==> src/hdl/lcs_pkg.sv <==
// Shared types and constants for the least-connections selector.
`timescale 1ns / 1ps

package lcs_pkg;

  // Fixed field widths of the ports.
  localparam int CFG_W     = 5;
  localparam int IDX_W     = 4;
  localparam int DELTA_W   = 17;
  localparam int CNT_OUT_W = 16;

  // Request codes.
  localparam logic REQ_PICK   = 1'b0;
  localparam logic REQ_UPDATE = 1'b1;

  typedef enum logic [2:0] {
    ST_IDLE,
    ST_SCAN,
    ST_PICK_INC,
    ST_UPD,
    ST_OUT
  } lcs_state_t;

  typedef enum logic {
    ALU_ADD,
    ALU_SUB
  } alu_op_t;

endpackage

==> src/hdl/least_connections_selector.sv <==
// Least-connections selector: top level with the request sequencer.
// A pick walks the counters of the N active servers and then increments the least one, an update
// adds its delta to one counter, and an unmatched request goes straight to the result.
// A new request is taken only once the previous one has handed its result to the output register,
// and the single shared adder reads one counter a cycle through the memory's read port.
// Reset clears the server count and marks every counter as zero at once.
`timescale 1ns / 1ps

module least_connections_selector #(
  parameter int MAX_SERVERS = 16,
  parameter int COUNT_WIDTH = 16
) (
  input  logic                          clk,
  input  logic                          rst_n,
  input  logic                          cfg_num_servers_we,
  input  logic [lcs_pkg::CFG_W-1:0]     cfg_num_servers,
  input  logic                          in_valid,
  output logic                          in_ready,
  input  logic                          in_req_type,
  input  logic [lcs_pkg::IDX_W-1:0]     in_server_index,
  input  logic signed [lcs_pkg::DELTA_W-1:0] in_delta,
  output logic                          out_valid,
  input  logic                          out_ready,
  output logic                          out_found,
  output logic [lcs_pkg::IDX_W-1:0]     out_result_index,
  output logic [lcs_pkg::CNT_OUT_W-1:0] out_new_count
);

  import lcs_pkg::*;

  localparam int AW = (MAX_SERVERS > 1) ? $clog2(MAX_SERVERS) : 1;
  localparam int NW = $clog2(MAX_SERVERS + 1);
  localparam int CW = (NW > CFG_W) ? NW : CFG_W;
  localparam int SW = ((COUNT_WIDTH > DELTA_W) ? COUNT_WIDTH : DELTA_W) + 2;

  lcs_state_t state_r, state_nxt;
  logic [CFG_W-1:0] num_servers_r;
  logic [CW-1:0] n_act;
  logic [CW-1:0] num_ext;
  logic [CW-1:0] idx_ext;
  logic [CW-1:0] rd_ptr_r, rd_ptr_nxt;
  logic [CW-1:0] cmp_ptr_r, cmp_ptr_nxt;
  logic [COUNT_WIDTH-1:0] best_cnt_r, best_cnt_nxt;
  logic [AW-1:0] best_idx_r, best_idx_nxt;
  logic [DELTA_W-1:0] delta_r, delta_nxt;
  logic res_found_r, res_found_nxt;
  logic [IDX_W-1:0] res_idx_r, res_idx_nxt;
  logic [CNT_OUT_W-1:0] res_cnt_r, res_cnt_nxt;
  logic out_valid_r, out_valid_nxt;
  logic out_found_r, out_found_nxt;
  logic [IDX_W-1:0] out_idx_r, out_idx_nxt;
  logic [CNT_OUT_W-1:0] out_cnt_r, out_cnt_nxt;
  logic [31:0] idx32;
  logic [31:0] cnt32;

  logic mem_rd_en;
  logic [AW-1:0] mem_rd_addr;
  logic [COUNT_WIDTH-1:0] mem_rd_data;
  logic mem_wr_en;
  logic [COUNT_WIDTH-1:0] mem_wr_data;

  alu_op_t alu_op;
  logic [COUNT_WIDTH-1:0] alu_a;
  logic [SW-1:0] alu_b;
  logic alu_neg;
  logic [COUNT_WIDTH-1:0] alu_res;

  lcs_count_mem #(
    .DEPTH (MAX_SERVERS),
    .AW    (AW),
    .DW    (COUNT_WIDTH)
  ) u_mem (
    .clk     (clk),
    .rst_n   (rst_n),
    .rd_en   (mem_rd_en),
    .rd_addr (mem_rd_addr),
    .rd_data (mem_rd_data),
    .wr_en   (mem_wr_en),
    .wr_addr (best_idx_r),
    .wr_data (mem_wr_data)
  );

  lcs_alu #(
    .COUNT_WIDTH (COUNT_WIDTH)
  ) u_alu (
    .op  (alu_op),
    .a   (alu_a),
    .b   (alu_b),
    .neg (alu_neg),
    .res (alu_res)
  );

  // A register value above the memory depth acts as the full depth.
  assign num_ext = CW'(num_servers_r);
  assign n_act   = (num_ext > CW'(MAX_SERVERS)) ? CW'(MAX_SERVERS) : num_ext;
  assign idx_ext = CW'(in_server_index);
  assign idx32   = 32'(best_idx_r);
  assign cnt32   = 32'(alu_res);
  assign mem_wr_data = alu_res;

  always_ff @(posedge clk) begin
    if (!rst_n) begin
      state_r       <= ST_IDLE;
      num_servers_r <= '0;
      out_valid_r   <= 1'b0;
    end else begin
      state_r     <= state_nxt;
      out_valid_r <= out_valid_nxt;
      if (cfg_num_servers_we) begin
        num_servers_r <= cfg_num_servers;
      end
    end
  end

  always_ff @(posedge clk) begin
    rd_ptr_r    <= rd_ptr_nxt;
    cmp_ptr_r   <= cmp_ptr_nxt;
    best_cnt_r  <= best_cnt_nxt;
    best_idx_r  <= best_idx_nxt;
    delta_r     <= delta_nxt;
    res_found_r <= res_found_nxt;
    res_idx_r   <= res_idx_nxt;
    res_cnt_r   <= res_cnt_nxt;
    out_found_r <= out_found_nxt;
    out_idx_r   <= out_idx_nxt;
    out_cnt_r   <= out_cnt_nxt;
  end

  always_comb begin
    state_nxt     = state_r;
    rd_ptr_nxt    = rd_ptr_r;
    cmp_ptr_nxt   = cmp_ptr_r;
    best_cnt_nxt  = best_cnt_r;
    best_idx_nxt  = best_idx_r;
    delta_nxt     = delta_r;
    res_found_nxt = res_found_r;
    res_idx_nxt   = res_idx_r;
    res_cnt_nxt   = res_cnt_r;
    out_valid_nxt = out_valid_r;
    out_found_nxt = out_found_r;
    out_idx_nxt   = out_idx_r;
    out_cnt_nxt   = out_cnt_r;
    in_ready      = 1'b0;
    mem_rd_en     = 1'b0;
    mem_rd_addr   = '0;
    mem_wr_en     = 1'b0;
    alu_op        = ALU_SUB;
    alu_a         = mem_rd_data;
    alu_b         = {{(SW-COUNT_WIDTH){1'b0}}, best_cnt_r};

    if (out_valid_r && out_ready) begin
      out_valid_nxt = 1'b0;
    end

    case (state_r)
      ST_IDLE: begin
        in_ready = 1'b1;
        if (in_valid) begin
          if (in_req_type == REQ_PICK) begin
            if (n_act == '0) begin
              res_found_nxt = 1'b0;
              res_idx_nxt   = '0;
              res_cnt_nxt   = '0;
              state_nxt     = ST_OUT;
            end else begin
              mem_rd_en    = 1'b1;
              mem_rd_addr  = '0;
              rd_ptr_nxt   = CW'(1);
              cmp_ptr_nxt  = '0;
              best_cnt_nxt = '1;
              best_idx_nxt = '0;
              state_nxt    = ST_SCAN;
            end
          end else begin
            if (idx_ext >= n_act) begin
              res_found_nxt = 1'b0;
              res_idx_nxt   = '0;
              res_cnt_nxt   = '0;
              state_nxt     = ST_OUT;
            end else begin
              mem_rd_en    = 1'b1;
              mem_rd_addr  = idx_ext[AW-1:0];
              best_idx_nxt = idx_ext[AW-1:0];
              delta_nxt    = in_delta;
              state_nxt    = ST_UPD;
            end
          end
        end
      end
      ST_SCAN: begin
        // Strictly-less keeps the lowest index on a tie.
        if (alu_neg) begin
          best_cnt_nxt = mem_rd_data;
          best_idx_nxt = cmp_ptr_r[AW-1:0];
        end
        if (rd_ptr_r < n_act) begin
          mem_rd_en   = 1'b1;
          mem_rd_addr = rd_ptr_r[AW-1:0];
          rd_ptr_nxt  = rd_ptr_r + CW'(1);
        end
        if (cmp_ptr_r == (n_act - CW'(1))) begin
          state_nxt = ST_PICK_INC;
        end else begin
          cmp_ptr_nxt = cmp_ptr_r + CW'(1);
        end
      end
      ST_PICK_INC: begin
        alu_op        = ALU_ADD;
        alu_a         = best_cnt_r;
        alu_b         = SW'(1);
        mem_wr_en     = 1'b1;
        res_found_nxt = 1'b1;
        res_idx_nxt   = idx32[IDX_W-1:0];
        res_cnt_nxt   = cnt32[CNT_OUT_W-1:0];
        state_nxt     = ST_OUT;
      end
      ST_UPD: begin
        alu_op        = ALU_ADD;
        alu_a         = mem_rd_data;
        alu_b         = {{(SW-DELTA_W){delta_r[DELTA_W-1]}}, delta_r};
        mem_wr_en     = 1'b1;
        res_found_nxt = 1'b1;
        res_idx_nxt   = idx32[IDX_W-1:0];
        res_cnt_nxt   = cnt32[CNT_OUT_W-1:0];
        state_nxt     = ST_OUT;
      end
      ST_OUT: begin
        // Hand the result over once the output register is free.
        if (!out_valid_r || out_ready) begin
          out_valid_nxt = 1'b1;
          out_found_nxt = res_found_r;
          out_idx_nxt   = res_idx_r;
          out_cnt_nxt   = res_cnt_r;
          state_nxt     = ST_IDLE;
        end
      end
      default: begin
        state_nxt = ST_IDLE;
      end
    endcase
  end

  assign out_valid        = out_valid_r;
  assign out_found        = out_found_r;
  assign out_result_index = out_idx_r;
  assign out_new_count    = out_cnt_r;

  a_miss_zero: assert property (@(posedge clk) disable iff (!rst_n)
    out_valid && !out_found |-> out_result_index == '0 && out_new_count == '0)
    else $error("unmatched result carries nonzero payload");

  a_wr_state: assert property (@(posedge clk) disable iff (!rst_n)
    mem_wr_en |-> state_r == ST_PICK_INC || state_r == ST_UPD)
    else $error("counter written outside an update step");

  a_scan_range: assert property (@(posedge clk) disable iff (!rst_n)
    state_r == ST_SCAN |-> cmp_ptr_r < n_act)
    else $error("scan pointer beyond active servers");

  a_busy_after_transfer: assert property (@(posedge clk) disable iff (!rst_n)
    in_valid && in_ready |=> !in_ready)
    else $error("input taken while an item is in progress");

endmodule

==> src/hdl/lcs_count_mem.sv <==
// Connection counter memory with per-entry valid bits and a registered read port.
`timescale 1ns / 1ps

module lcs_count_mem #(
  parameter int DEPTH = 16,
  parameter int AW    = 4,
  parameter int DW    = 16
) (
  input  logic          clk,
  input  logic          rst_n,
  input  logic          rd_en,
  input  logic [AW-1:0] rd_addr,
  output logic [DW-1:0] rd_data,
  input  logic          wr_en,
  input  logic [AW-1:0] wr_addr,
  input  logic [DW-1:0] wr_data
);

  logic [DW-1:0] mem [DEPTH];
  logic [DEPTH-1:0] vld_r;
  logic [DW-1:0] rd_q_r;
  logic rd_vld_r;

  always_ff @(posedge clk) begin
    if (wr_en) begin
      mem[wr_addr] <= wr_data;
    end
    if (rd_en) begin
      rd_q_r   <= mem[rd_addr];
      rd_vld_r <= vld_r[rd_addr];
    end
  end

  // An entry never written since reset reads as zero.
  always_ff @(posedge clk) begin
    if (!rst_n) begin
      vld_r <= '0;
    end else if (wr_en) begin
      vld_r[wr_addr] <= 1'b1;
    end
  end

  assign rd_data = rd_vld_r ? rd_q_r : '0;

endmodule

==> src/hdl/lcs_alu.sv <==
// Shared adder used for counter compares and clamped counter updates.
`timescale 1ns / 1ps

module lcs_alu #(
  parameter int COUNT_WIDTH = 16,
  localparam int SW = ((COUNT_WIDTH > lcs_pkg::DELTA_W) ? COUNT_WIDTH : lcs_pkg::DELTA_W) + 2
) (
  input  lcs_pkg::alu_op_t        op,
  input  logic [COUNT_WIDTH-1:0]  a,
  input  logic [SW-1:0]           b,
  output logic                    neg,
  output logic [COUNT_WIDTH-1:0]  res
);

  import lcs_pkg::*;

  logic [SW-1:0] a_ext;
  logic [SW-1:0] b_op;
  logic [SW-1:0] sum;
  logic over;

  assign a_ext = {{(SW-COUNT_WIDTH){1'b0}}, a};
  assign b_op  = (op == ALU_SUB) ? ~b : b;
  assign sum   = a_ext + b_op + {{(SW-1){1'b0}}, (op == ALU_SUB)};
  assign neg   = sum[SW-1];
  assign over  = !sum[SW-1] && (|sum[SW-2:COUNT_WIDTH]);

  // Clamp to zero below and to the counter maximum above.
  always_comb begin
    if (neg) begin
      res = '0;
    end else if (over) begin
      res = '1;
    end else begin
      res = sum[COUNT_WIDTH-1:0];
    end
  end

endmodule

==> config.mk <==
export PLATFORM = sky130hd
export DESIGN_NAME = least_connections_selector
export DESIGN_NICKNAME = d
export VERILOG_FILES = /design/src/hdl/lcs_pkg.sv /design/src/hdl/least_connections_selector.sv /design/src/hdl/lcs_count_mem.sv /design/src/hdl/lcs_alu.sv
export SDC_FILE = /design/constraint.sdc
export NUM_CORES = 1
export LEC_CHECK = 0
export BUFFER_PORTS_ARGS = -buffer_cell sky130_fd_sc_hd__clkbuf_2
export CAP_MARGIN = 10
export CORE_MARGIN = 2
export CORE_UTILIZATION = 25
export CTS_CLUSTER_SIZE = 16
export DETAILED_ROUTE_END_ITERATION = 7
export PLACE_DENSITY = 0.41
export SETUP_SLACK_MARGIN = 0.1
export SYNTH_ARGS = -nofsm -noshare
export SYNTH_HDL_FRONTEND = slang
export SYNTH_HIERARCHICAL = 1
export SYNTH_SLANG_ARGS = --single-unit
==> constraint.sdc <==
create_clock -name clk -period 7.73 [get_ports clk]
set_input_delay 0.3865 -clock clk [delete_from_list [all_inputs] [get_ports clk]]
set_output_delay 0.3865 -clock clk [all_outputs]
set_load 0.03 [all_outputs]
==> results of run 1 <==
==> per-layer routing <==
metal,GRT usage (%),wire (um),vias up
li1,-,-,4142
met1,17.6,20300,4726
met2,21.3,20900,191
met3,2.90,1890,52
met4,3.39,899,0
met5,0,0,-
==> area by class of cell <==
class                   instances  area, sq um  share of cell area [%]
diodes                          1         2.50                  0.0128
clock buffers                  55         1160                    5.94
clock inverters                27          233                    1.19
inverters                      11         41.3                   0.211
multi-input cells             553         5020                    25.6
flip-flops and latches        387        11400                    58.0
well taps                     864         1080                    5.52
repair buffers                103          682                    3.48
==> stage by stage <==
stage | cells | util, % | total power [mW] | setup slack, ns | area, sq um
3_3_place_gp | 1900 | 27.4 | 3.29 | 2.42 | 18000
6_report | 2001 | 29.8 | 5.28 | 2.47 | 19600
3_5_place_dp | 1901 | 27.4 | 3.29 | 2.33 | 18000
2_1_floorplan | 1002 | - | 3.03 | 2.60 | 16600
4_1_cts | 1999 | 29.8 | 5.36 | 2.36 | 19600
5_1_grt | 2000 | 29.8 | 5.52 | 2.01 | 19600
==> worst max-delay path, delay by kind of cell, from the launching register on <==
kind	cells	cell delay [ns]
buffers and inverters	3	1.07
adder cells (fa/ha/maj)	1	0.37
AO/OA/AOI/OAI	6	2.16
flip-flops	1	0.45
AND/OR/NAND/NOR	4	0.61
multiplexers	1	0.29
==> kinds of logic after synthesis <==
| family | synth area share, % |
|---|---|
| multiplexers | 10.9 |
| buffers and inverters | 1.83 |
| AND/OR/NAND/NOR | 7.81 |
| XOR/XNOR | 2.38 |
| flip-flops | 68.6 |
| AO/OA/AOI/OAI | 6.38 |
| adder cells (fa/ha/maj) | 2.08 |
==> power breakdown <==
group          internal (mW)  switching, mW  leakage (nW)
Clock                   1.18          0.861         0.672
Combinational          0.248          0.482          2.28
Sequential              2.46         0.0563          3.53
==> flip-flops by register name, indices dropped and copies added, names as in the netlist, 16 cells and up <==
register       count
best_cnt_r        16
delta_r           17
out_new_count     16
res_cnt_r         16
u_mem/mem        256
u_mem/rd_q_r      16
u_mem/vld_r       16
==> cell usage after synthesis, types with 11 or more instances <==
master	number
mux4_2	58
xnor2_1	15
and2_1	39
ha_1	26
or3_1	16
clkbuf_1	32
nor2_1	25
dfxtp_1	25
a21oi_1	20
o21a_1	20
edfxtp_1	362
mux2_2	16
nand2_1	84
nor3_1	11
a22oi_1	34
xor2_1	30
nand2b_1	12
nand3_1	28
==> how the worst max path moves through the flow <==
stage | from | endpoint | slack (ns)
after floorplan | state_r[1] | best_cnt_r[0] | 2.60
after global placement | num_ext[4] | u_mem/rd_q_r[2] | 2.42
after detailed placement | state_r[2] | res_cnt_r[15] | 2.33
after CTS | state_r[2] | res_cnt_r[15] | 2.36
after global routing | state_r[2] | best_cnt_r[4] | 2.01
final | state_r[2] | best_cnt_r[10] | 2.47
==> impl_metrics.yaml, run 1 <==
critical_path:
  crit_type: "reg2reg"
  r2r_setup_slack_ns: 2.47
  worst_r2r_path_depth: 15
  cp-start-kind: "flip-flop"
  crit_fanout: 39
  cpPeakStageDelay_ns: 0.91
  r2r-end: "best_cnt_r[10]"
  crit_chain: "nor2b_4 > inv_2 > nor2_1 > buf_4 > mux2_2 > ha_1 > a21oi_1 > nand2b_1 > a31oi_2 > o31a_1 > a211o_1 > a211oi_4 > nand2_1 > a21oi_1 > buf_4"
  crit_required_ns: 7.98
  crit_slowest_cell: "a211oi_4"
  crit_path_end_kind: "flip-flop"
  crit_arrival_ns: 5.52
  worstReg2RegStart: "state_r[2]"
pwr:
  peakVddDrop_mv: 0.155
  powerDensity_nw_per_um2: 270
  total_leakage_power_nw: 6.48
sta:
  fin_skew_ns: 0.0176
  fin_crit_sh_pct: 68.1
  period_needed_ns: 5.26
  tightest_slew_ns: 1.06
  max_freq_mhz: 190
  fin_tns_setup_ns: 0
  rsz0062_at_grt: "no"
  slew_headroom_pct: 29.0
  finalSetupViolCount: 0
  final_max_slew_viol_count: 0
  hold_ws_ns: 0.0807
  hold_viol: 0
synthesis:
  yosysSeqAreaShare_pct: 68.6
  synthArstFlopShare_pct: 0
  yosys_warnings: 6
  syn_area_per_cell_sq_um: 16.5
  synth_fp_nets: 1061
  syn_area_sq_um: 16600
  yosys_register_bits: 387
  synthCells: 1002
  synth_edf_count: 362
  yosysTopAreaCell: "edfxtp_1"
  yosysUniqueCellTypes: 69
  ys_top_cells_by_area: "edfxtp_1 66%, mux4_2 7.9%, dfxtp_1 3.0%"
  synth_top_area_share_pct: 65.6
  synth_top_flop_cell: "edfxtp_1"
layout:
  final_common_cell: "edfxtp_1"
  fin_nets: 1159
  drive_gt1_share_pct: 23.8
  num-fill-cells: 6507
  final_cell_mix: "362 x edfxtp_1, 84 x nand2_1, 58 x mux4_2"
  syn_to_final_growth_pct: 18.2
place:
  io_buffers: 54
  dp_hpwl_mm: 26.0
  gp_congestion: 0.760
die:
  rows: 94
  die_area_sq_um: 68400
  ios: 55
  die_w_um: 261
  die_h_um: 261
  core_sq_um: 65700
  start_util_pct: 25.2
hold_path:
  hold_path_class: "in2reg"
  holdPathStages: 1
  worstHoldStart: "in_delta[16]"
  hold_path_end: "delta_r[16]"
cts:
  postCtsHoldBufs: 16
  cts-root-buf: "clkbuf_16"
  path_clk_slew_ns: 0.06
  tritoncts: "done"
  clock_latency_ns: 0.57
  clock_path_buffers: 3
  cts_sinks: 387
  postCtsSetupBuffers: 0
  htreeDepth: 2
  cts_buffers: 44
  ctsResizeCount: 0
grt:
  grt_pass1_vias: 9318
  grtUsageTotal_pct: 13.1
  grt_max_degree: 45
  overflow: 0
  grt_pass1_wl_mm: 64.8
  grt_antenna_before_repair: 0
outcome:
  status: "finished, final reports clean"
detailed_routing:
  drcViolationCount: 0
  wl_per_cell_um: 22.0
  via_per_inst: 4.55
  drtAntennaViolNets: 0
  drt-pass1-iter-count: 5
  vias: 9111
  drt-initial-drc-count: 684
  finalWirelength_mm: 44.1
flow_run:
  cap_violations: 0
No activity file was read; power rests on OpenSTA's default activity.
==> run 2: changes to the inputs <==
--- a/config.mk
+++ b/config.mk
@@ -11,7 +11,7 @@
 export CORE_UTILIZATION = 25
 export CTS_CLUSTER_SIZE = 16
 export DETAILED_ROUTE_END_ITERATION = 7
-export PLACE_DENSITY = 0.41
+export PLACE_DENSITY = 0.42
 export SETUP_SLACK_MARGIN = 0.1
 export SYNTH_ARGS = -nofsm -noshare
 export SYNTH_HDL_FRONTEND = slang
==> constraint.sdc (replaced) <==
create_clock -name clk -period 4.4 [get_ports clk]
set_input_delay 0.22 -clock clk [delete_from_list [all_inputs] [get_ports clk]]
set_output_delay 0.22 -clock clk [all_outputs]
set_load 0.03 [all_outputs]
==> run 2 against run 1 <==
Net effect: hold slack lost 0.049 ns; sequential cell count is the same; critical path depth is the same; clock skew is essentially flat; total power grew 81%; setup slack lost 2.2 ns; core utilization grew 0.73 points; clock power grew 84%; critical path type unchanged.
==> impl_metrics.yaml, run 2 (synthesis results as in run 1) <==
grt:
  overflow: 0
  grt_pass1_vias: 9595
  grt_pass1_wl_mm: 65.5
  grtUsageTotal_pct: 13.1
  grt_antenna_before_repair: 1
  grt_max_degree: 42
sta:
  final_max_slew_viol_count: 0
  period_needed_ns: 4.15
  hold_viol: 0
  max_freq_mhz: 241
  rsz0062_at_grt: "yes"
  finalSetupViolCount: 0
  fin_crit_sh_pct: 94.4
  fin_skew_ns: 0.0176
  tightest_slew_ns: 0.947
  slew_headroom_pct: 36.7
critical_path:
  cp-start-kind: "flip-flop"
  crit_required_ns: 4.83
  crit_arrival_ns: 4.58
  crit_type: "reg2reg"
  crit_fanout: 17
  crit_path_end_kind: "flip-flop"
pwr:
  powerDensity_nw_per_um2: 475
  power.share.switching_pct: 25.8
  comb_power_share_pct: 14.4
  p_int_mw: 7.07
  seqPwrFrac_pct: 46.2
  power.clock.fraction_pct: 39.4
  fin_total_pwr_mw: 9.54
  p_switching_mw: 2.46
  total_leakage_power_nw: 6.69
  peakVddDrop_mv: 0.210
die:
  core_sq_um: 65700
  die_w_um: 261
  die_h_um: 261
  start_util_pct: 25.2
  die_area_sq_um: 68400
  rows: 94
  ios: 55
detailed_routing:
  drt-pass1-iter-count: 7
  drtAntennaViolNets: 0
  via_per_inst: 4.53
  vias: 9193
  drt-initial-drc-count: 502
  drcViolationCount: 0
  finalWirelength_mm: 44.1
  wl_per_cell_um: 21.7
layout:
  syn_to_final_growth_pct: 21.1
  final_common_cell: "edfxtp_1"
  insertedDiodeCount: 0
  final_cell_mix: "362 x edfxtp_1, 84 x nand2_1, 58 x mux4_2"
  drive_gt1_share_pct: 25.5
  fin_nets: 1189
  regMostFlops: "u_mem/mem"
  largest_register_ffs: 256
  num-fill-cells: 6451
  finalNonFillerCells: 2030
  final_cell_area_sq_um: 20100
  reg_top3: "u_mem/mem x256, delta_r x17"
cts:
  cts_sinks: 387
  cts-root-buf: "clkbuf_16"
  clock_path_buffers: 3
  htreeDepth: 2
  postCtsSetupBuffers: 0
  clock_latency_ns: 0.57
  tritoncts: "done"
  path_clk_slew_ns: 0.06
  cts_buffers: 45
outcome:
  status: "finished, final reports clean"
place:
  placed_cell_area_sq_um: 18300
  gp_congestion: 0.798
  place_inst: 1924
  dp_hpwl_mm: 26.7
  io_buffers: 54
hold_path:
  hold_path_class: "in2reg"
flow_run:
  cap_violations: 0
==> run 2: layer usage <==
metal / global-route usage (%) / wire length (um) / up-vias
met5: 0 / 0 / -
met4: 2.90 / 652 / 0
met3: 2.51 / 1670 / 44
met2: 22.3 / 21800 / 167
met1: 17.4 / 20000 / 4779
li1: - / - / 4203
==> run 2: cell type report <==
cell class	instances	area (sq um)	share of cell area [%]
Clock inverter	30	304	1.51
Inverter	11	45.0	0.224
Multi-Input combinational cell	553	5100	25.4
Clock buffer	53	1180	5.86
Sequential cell	387	11400	56.6
Timing Repair Buffer	132	1000	4.98
Tap cell	864	1080	5.38
==> run 2: power by group through the flow <==
| stage | clock (mW) | sequential, mW | combinational (mW) |
|---|---|---|---|
| floorplan | 0 | 4.48 | 0.848 |
| global placement | 0 | 4.48 | 1.35 |
| detailed placement | 0 | 4.48 | 1.35 |
| CTS | 3.88 | 4.41 | 1.38 |
| global route | 4.02 | 4.42 | 1.52 |
| finish | 3.76 | 4.40 | 1.37 |
==> run 2: timing repair <==
| item | in CTS | in global routing |
|---|---|---|
| hold endpoints to repair | 23 | 0 |
| resized for setup | 1 | 13 |
| hold buffers | 23 | 0 |
| endpoints found under the setup margin | 1 | 214 |
==> run 2: per-stage QoR <==
stage	util, %	worst slack (ns)	hold slack [ns]	setup TNS (ns)
CTS	30.4	0.104	0.00331	0
detailed placement	27.8	0.0866	0.399	0
finish	30.5	0.247	0.0318	0
floorplan	-	0.102	0.319	0
global placement	27.8	0.249	0.401	0
global route	30.5	-0.0696	0.0167	-1.12
==> run 2: worst max-delay path: stages, from the launching register on <==
cell       delay [ns]
dfxtp_2          0.36
nor2b_4          0.16
inv_2            0.05
nor2_2           0.16
buf_12           0.18
mux2_2           0.34
ha_1             0.37
nor2b_4          0.16
o2111ai_2        0.20
a31oi_2          0.16
o31a_1           0.32
a2111oi_2        0.49
a211oi_4         0.09
buf_4            0.22
a21oi_2          0.55
and2_1           0.22
==> run 2: path summary, 6_finish.rpt <==
kind                           start  slack [ns]          endpoint  cells past startpoint
hold reg to reg         res_cnt_r[2]        0.42  out_new_count[2]                      0
setup / recovery          state_r[1]        0.25     res_cnt_r[13]                     15
hold / removal    in_server_index[3]        0.03     best_idx_r[3]                      3
setup reg to reg          state_r[1]        0.25     res_cnt_r[13]                     15
==> run 3: changes to the inputs <==
--- a/config.mk
+++ b/config.mk
@@ -7,11 +7,14 @@
 export LEC_CHECK = 0
 export BUFFER_PORTS_ARGS = -buffer_cell sky130_fd_sc_hd__clkbuf_2
 export CAP_MARGIN = 10
+export CELL_PAD_IN_SITES_DETAIL_PLACEMENT = 0
+export CELL_PAD_IN_SITES_GLOBAL_PLACEMENT = 1
+export CORE_ASPECT_RATIO = 0.9
 export CORE_MARGIN = 2
 export CORE_UTILIZATION = 25
 export CTS_CLUSTER_SIZE = 16
 export DETAILED_ROUTE_END_ITERATION = 7
-export PLACE_DENSITY = 0.42
+export PLACE_DENSITY = 0.47
 export SETUP_SLACK_MARGIN = 0.1
 export SYNTH_ARGS = -nofsm -noshare
 export SYNTH_HDL_FRONTEND = slang
==> run 3 against run 2 <==
Net effect: sequential cell count unchanged; highest routed layer unchanged; core utilization increased by 0.28 points; clock power about the same; register-to-register slack improved by 0.10 ns; combinational power about the same; critical path type unchanged; non-clock buffer count increased by 9; total power increased by 0.32%; wire length increased by 0.32%; global-route usage about the same; first-iteration DRC count increased by 9.4%; hold slack improved by 0.013 ns.
==> impl_metrics.yaml, run 3 (synthesis results as in run 1) <==
cts:
  htreeDepth: 2
  tritoncts: "done"
  cts_buffers: 45
  path_clk_slew_ns: 0.06
  cts_sinks: 387
  cts-root-buf: "clkbuf_16"
  clock_path_buffers: 3
  clock_latency_ns: 0.59
die:
  die_w_um: 275
  core_sq_um: 65600
  die_h_um: 248
  rows: 89
  start_util_pct: 25.3
  die_area_sq_um: 68400
  ios: 55
grt:
  grt_antenna_before_repair: 0
  grtUsageTotal_pct: 13.2
  grt_max_degree: 28
  grt_pass1_wl_mm: 65.4
  overflow: 0
  grt_pass1_vias: 9576
critical_path:
  cp-start-kind: "flip-flop"
  crit_fanout: 17
  worstReg2RegStart: "state_r[1]"
  crit_cells: 16
  crit_required_ns: 4.67
  cpPeakStageDelay_ns: 0.36
  cpLargestDelayFamily: "compound AO/OA/AOI/OAI gates"
  critPathBufInv: 4
  critPathCapture: "best_cnt_r[12]"
  r2r-end: "best_cnt_r[12]"
  crit_path_end_kind: "flip-flop"
  setup.worst_path.start: "state_r[1]"
  crit_chain: "nor2b_4 > inv_2 > nor2_4 > buf_4 > mux2_2 > ha_1 > nor2b_4 > o2111ai_2 > a31oi_2 > o31a_1 > a211o_1 > a211oi_4 > buf_12 > nand2_1 > a21oi_4 > buf_12"
  crit_slowest_cell: "ha_1"
  r2r_setup_slack_ns: 0.35
  crit_arrival_ns: 4.33
  crit_type: "reg2reg"
  worst_r2r_path_depth: 16
detailed_routing:
  highest_layer: "met4"
  wl_met1_mm: 21.3
  vias: 9196
  finalWirelength_mm: 44.2
  route.met3.wl_mm: 1.43
  drt-initial-drc-count: 549
  via_per_inst: 4.51
  drtAntennaViolNets: 0
  wl_met2_mm: 20.6
  drt-pass1-iter-count: 6
  drcViolationCount: 0
  wl_per_cell_um: 21.7
sta:
  max_freq_mhz: 247
  fin_skew_ns: 0.0311
  fin_crit_sh_pct: 92.1
  fin_tns_setup_ns: 0
  tightest_slew_ns: 0.979
  slew_headroom_pct: 34.4
  finalSetupViolCount: 0
  rsz0062_at_grt: "no"
  period_needed_ns: 4.05
  final_max_slew_viol_count: 0
  hold_viol: 0
  timing.final.ws_setup_ns: 0.348
  hold_ws_ns: 0.0445
flow_run:
  cap_violations: 0
layout:
  drive_gt1_share_pct: 25.6
  fin_nets: 1198
  syn_to_final_growth_pct: 21.9
  reg_top3: "u_mem/mem x256, delta_r x17"
  final_common_cell: "edfxtp_1"
  final_cell_mix: "362 x edfxtp_1, 84 x nand2_1, 58 x mux4_2"
  finalNonFillerCells: 2040
  largest_register_ffs: 256
  num-fill-cells: 6390
  regMostFlops: "u_mem/mem"
outcome:
  status: "finished, final reports clean"
place:
  io_buffers: 54
  dp_hpwl_mm: 26.6
  gp_congestion: 0.780
  dp_slack_ns: 0.148
  place_inst: 1928
pwr:
  power.share.switching_pct: 26.0
  powerDensity_nw_per_um2: 473
  p_int_mw: 7.08
  peakVddDrop_mv: 0.341
  p_switching_mw: 2.49
  comb_power_share_pct: 14.7
  seqPwrFrac_pct: 46.0
  power.clock.fraction_pct: 39.3
  fin_total_pwr_mw: 9.57
  total_leakage_power_nw: 6.73
hold_path:
  hold_path_class: "in2reg"
==> run 3: changes by cell type in the layout (fill, tap and decap cells not counted), sizes merged <==
cell | before | now
buf | 55 | 61
clkinv | 22 | 19
dlygate4sd3 | 23 | 26
clkbuf | 107 | 109
clkinvlp | 3 | 4
diode | 0 | 1
==> run 3: final cells by class <==
class / count / area [sq um] / area share [%]
Antenna cell: 1 / 2.50 / 0.0124
Timing Repair Buffer: 141 / 1170 / 5.78
Inverter: 11 / 41.3 / 0.204
Clock buffer: 55 / 1160 / 5.76
Multi-Input combinational cell: 553 / 5060 / 25.1
Clock inverter: 28 / 320 / 1.58
Sequential cell: 387 / 11400 / 56.3
Tap cell: 864 / 1080 / 5.35
==> run 3: power groups by stage <==
stage          sequential (mW)  combinational, mW  clock, mW
3_5_place_dp              4.48               1.37          0
6_report                  4.40               1.40       3.76
4_1_cts                   4.41               1.40       3.90
5_1_grt                   4.42               1.55       4.03
3_3_place_gp              4.48               1.39          0
2_1_floorplan             4.48              0.848          0
==> run 3: tightest hold or removal path: cells and delay by family <==
family | cells | cell delay, ns
buffers and inverters | 1 | 0.18
muxes | 1 | 0.09
and+or+nand+nor | 1 | 0.09
==> run 3: worst min-delay path by stage <==
stage | start | end | cells past startpoint
6_report | cfg_num_servers_we | num_ext[0] | 3
5_1_grt | in_server_index[1] | best_idx_r[1] | 3
4_1_cts | cfg_num_servers_we | num_ext[0] | 3
3_5_place_dp | in_delta[16] | delta_r[16] | 1
3_3_place_gp | in_delta[15] | delta_r[15] | 1
2_1_floorplan | in_delta[0] | delta_r[0] | 0
==> run 3: through the flow <==
stage	instance area (sq um)	utilization, %
final	20200	30.8
after detailed placement	18400	28.1
after global routing	20200	30.8
after floorplan	16600	-
after CTS	20100	30.7
after global placement	18400	28.1
==> run 3: timing repair <==
| item | CTS | global route |
|---|---|---|
| endpoints found under the hold margin | 26 | 0 |
| resized for setup | 0 | 12 |
| hold buffers | 26 | 0 |
| setup buffers | 0 | 2 |
| setup endpoints to repair | 0 | 51 |
==> run 3: routing by layer <==
layer  up-vias  GRT usage, %
li1       4228             -
met5         -             0
met3        55          2.04
met4         0          3.78
met2       153          21.3
met1      4760          18.3
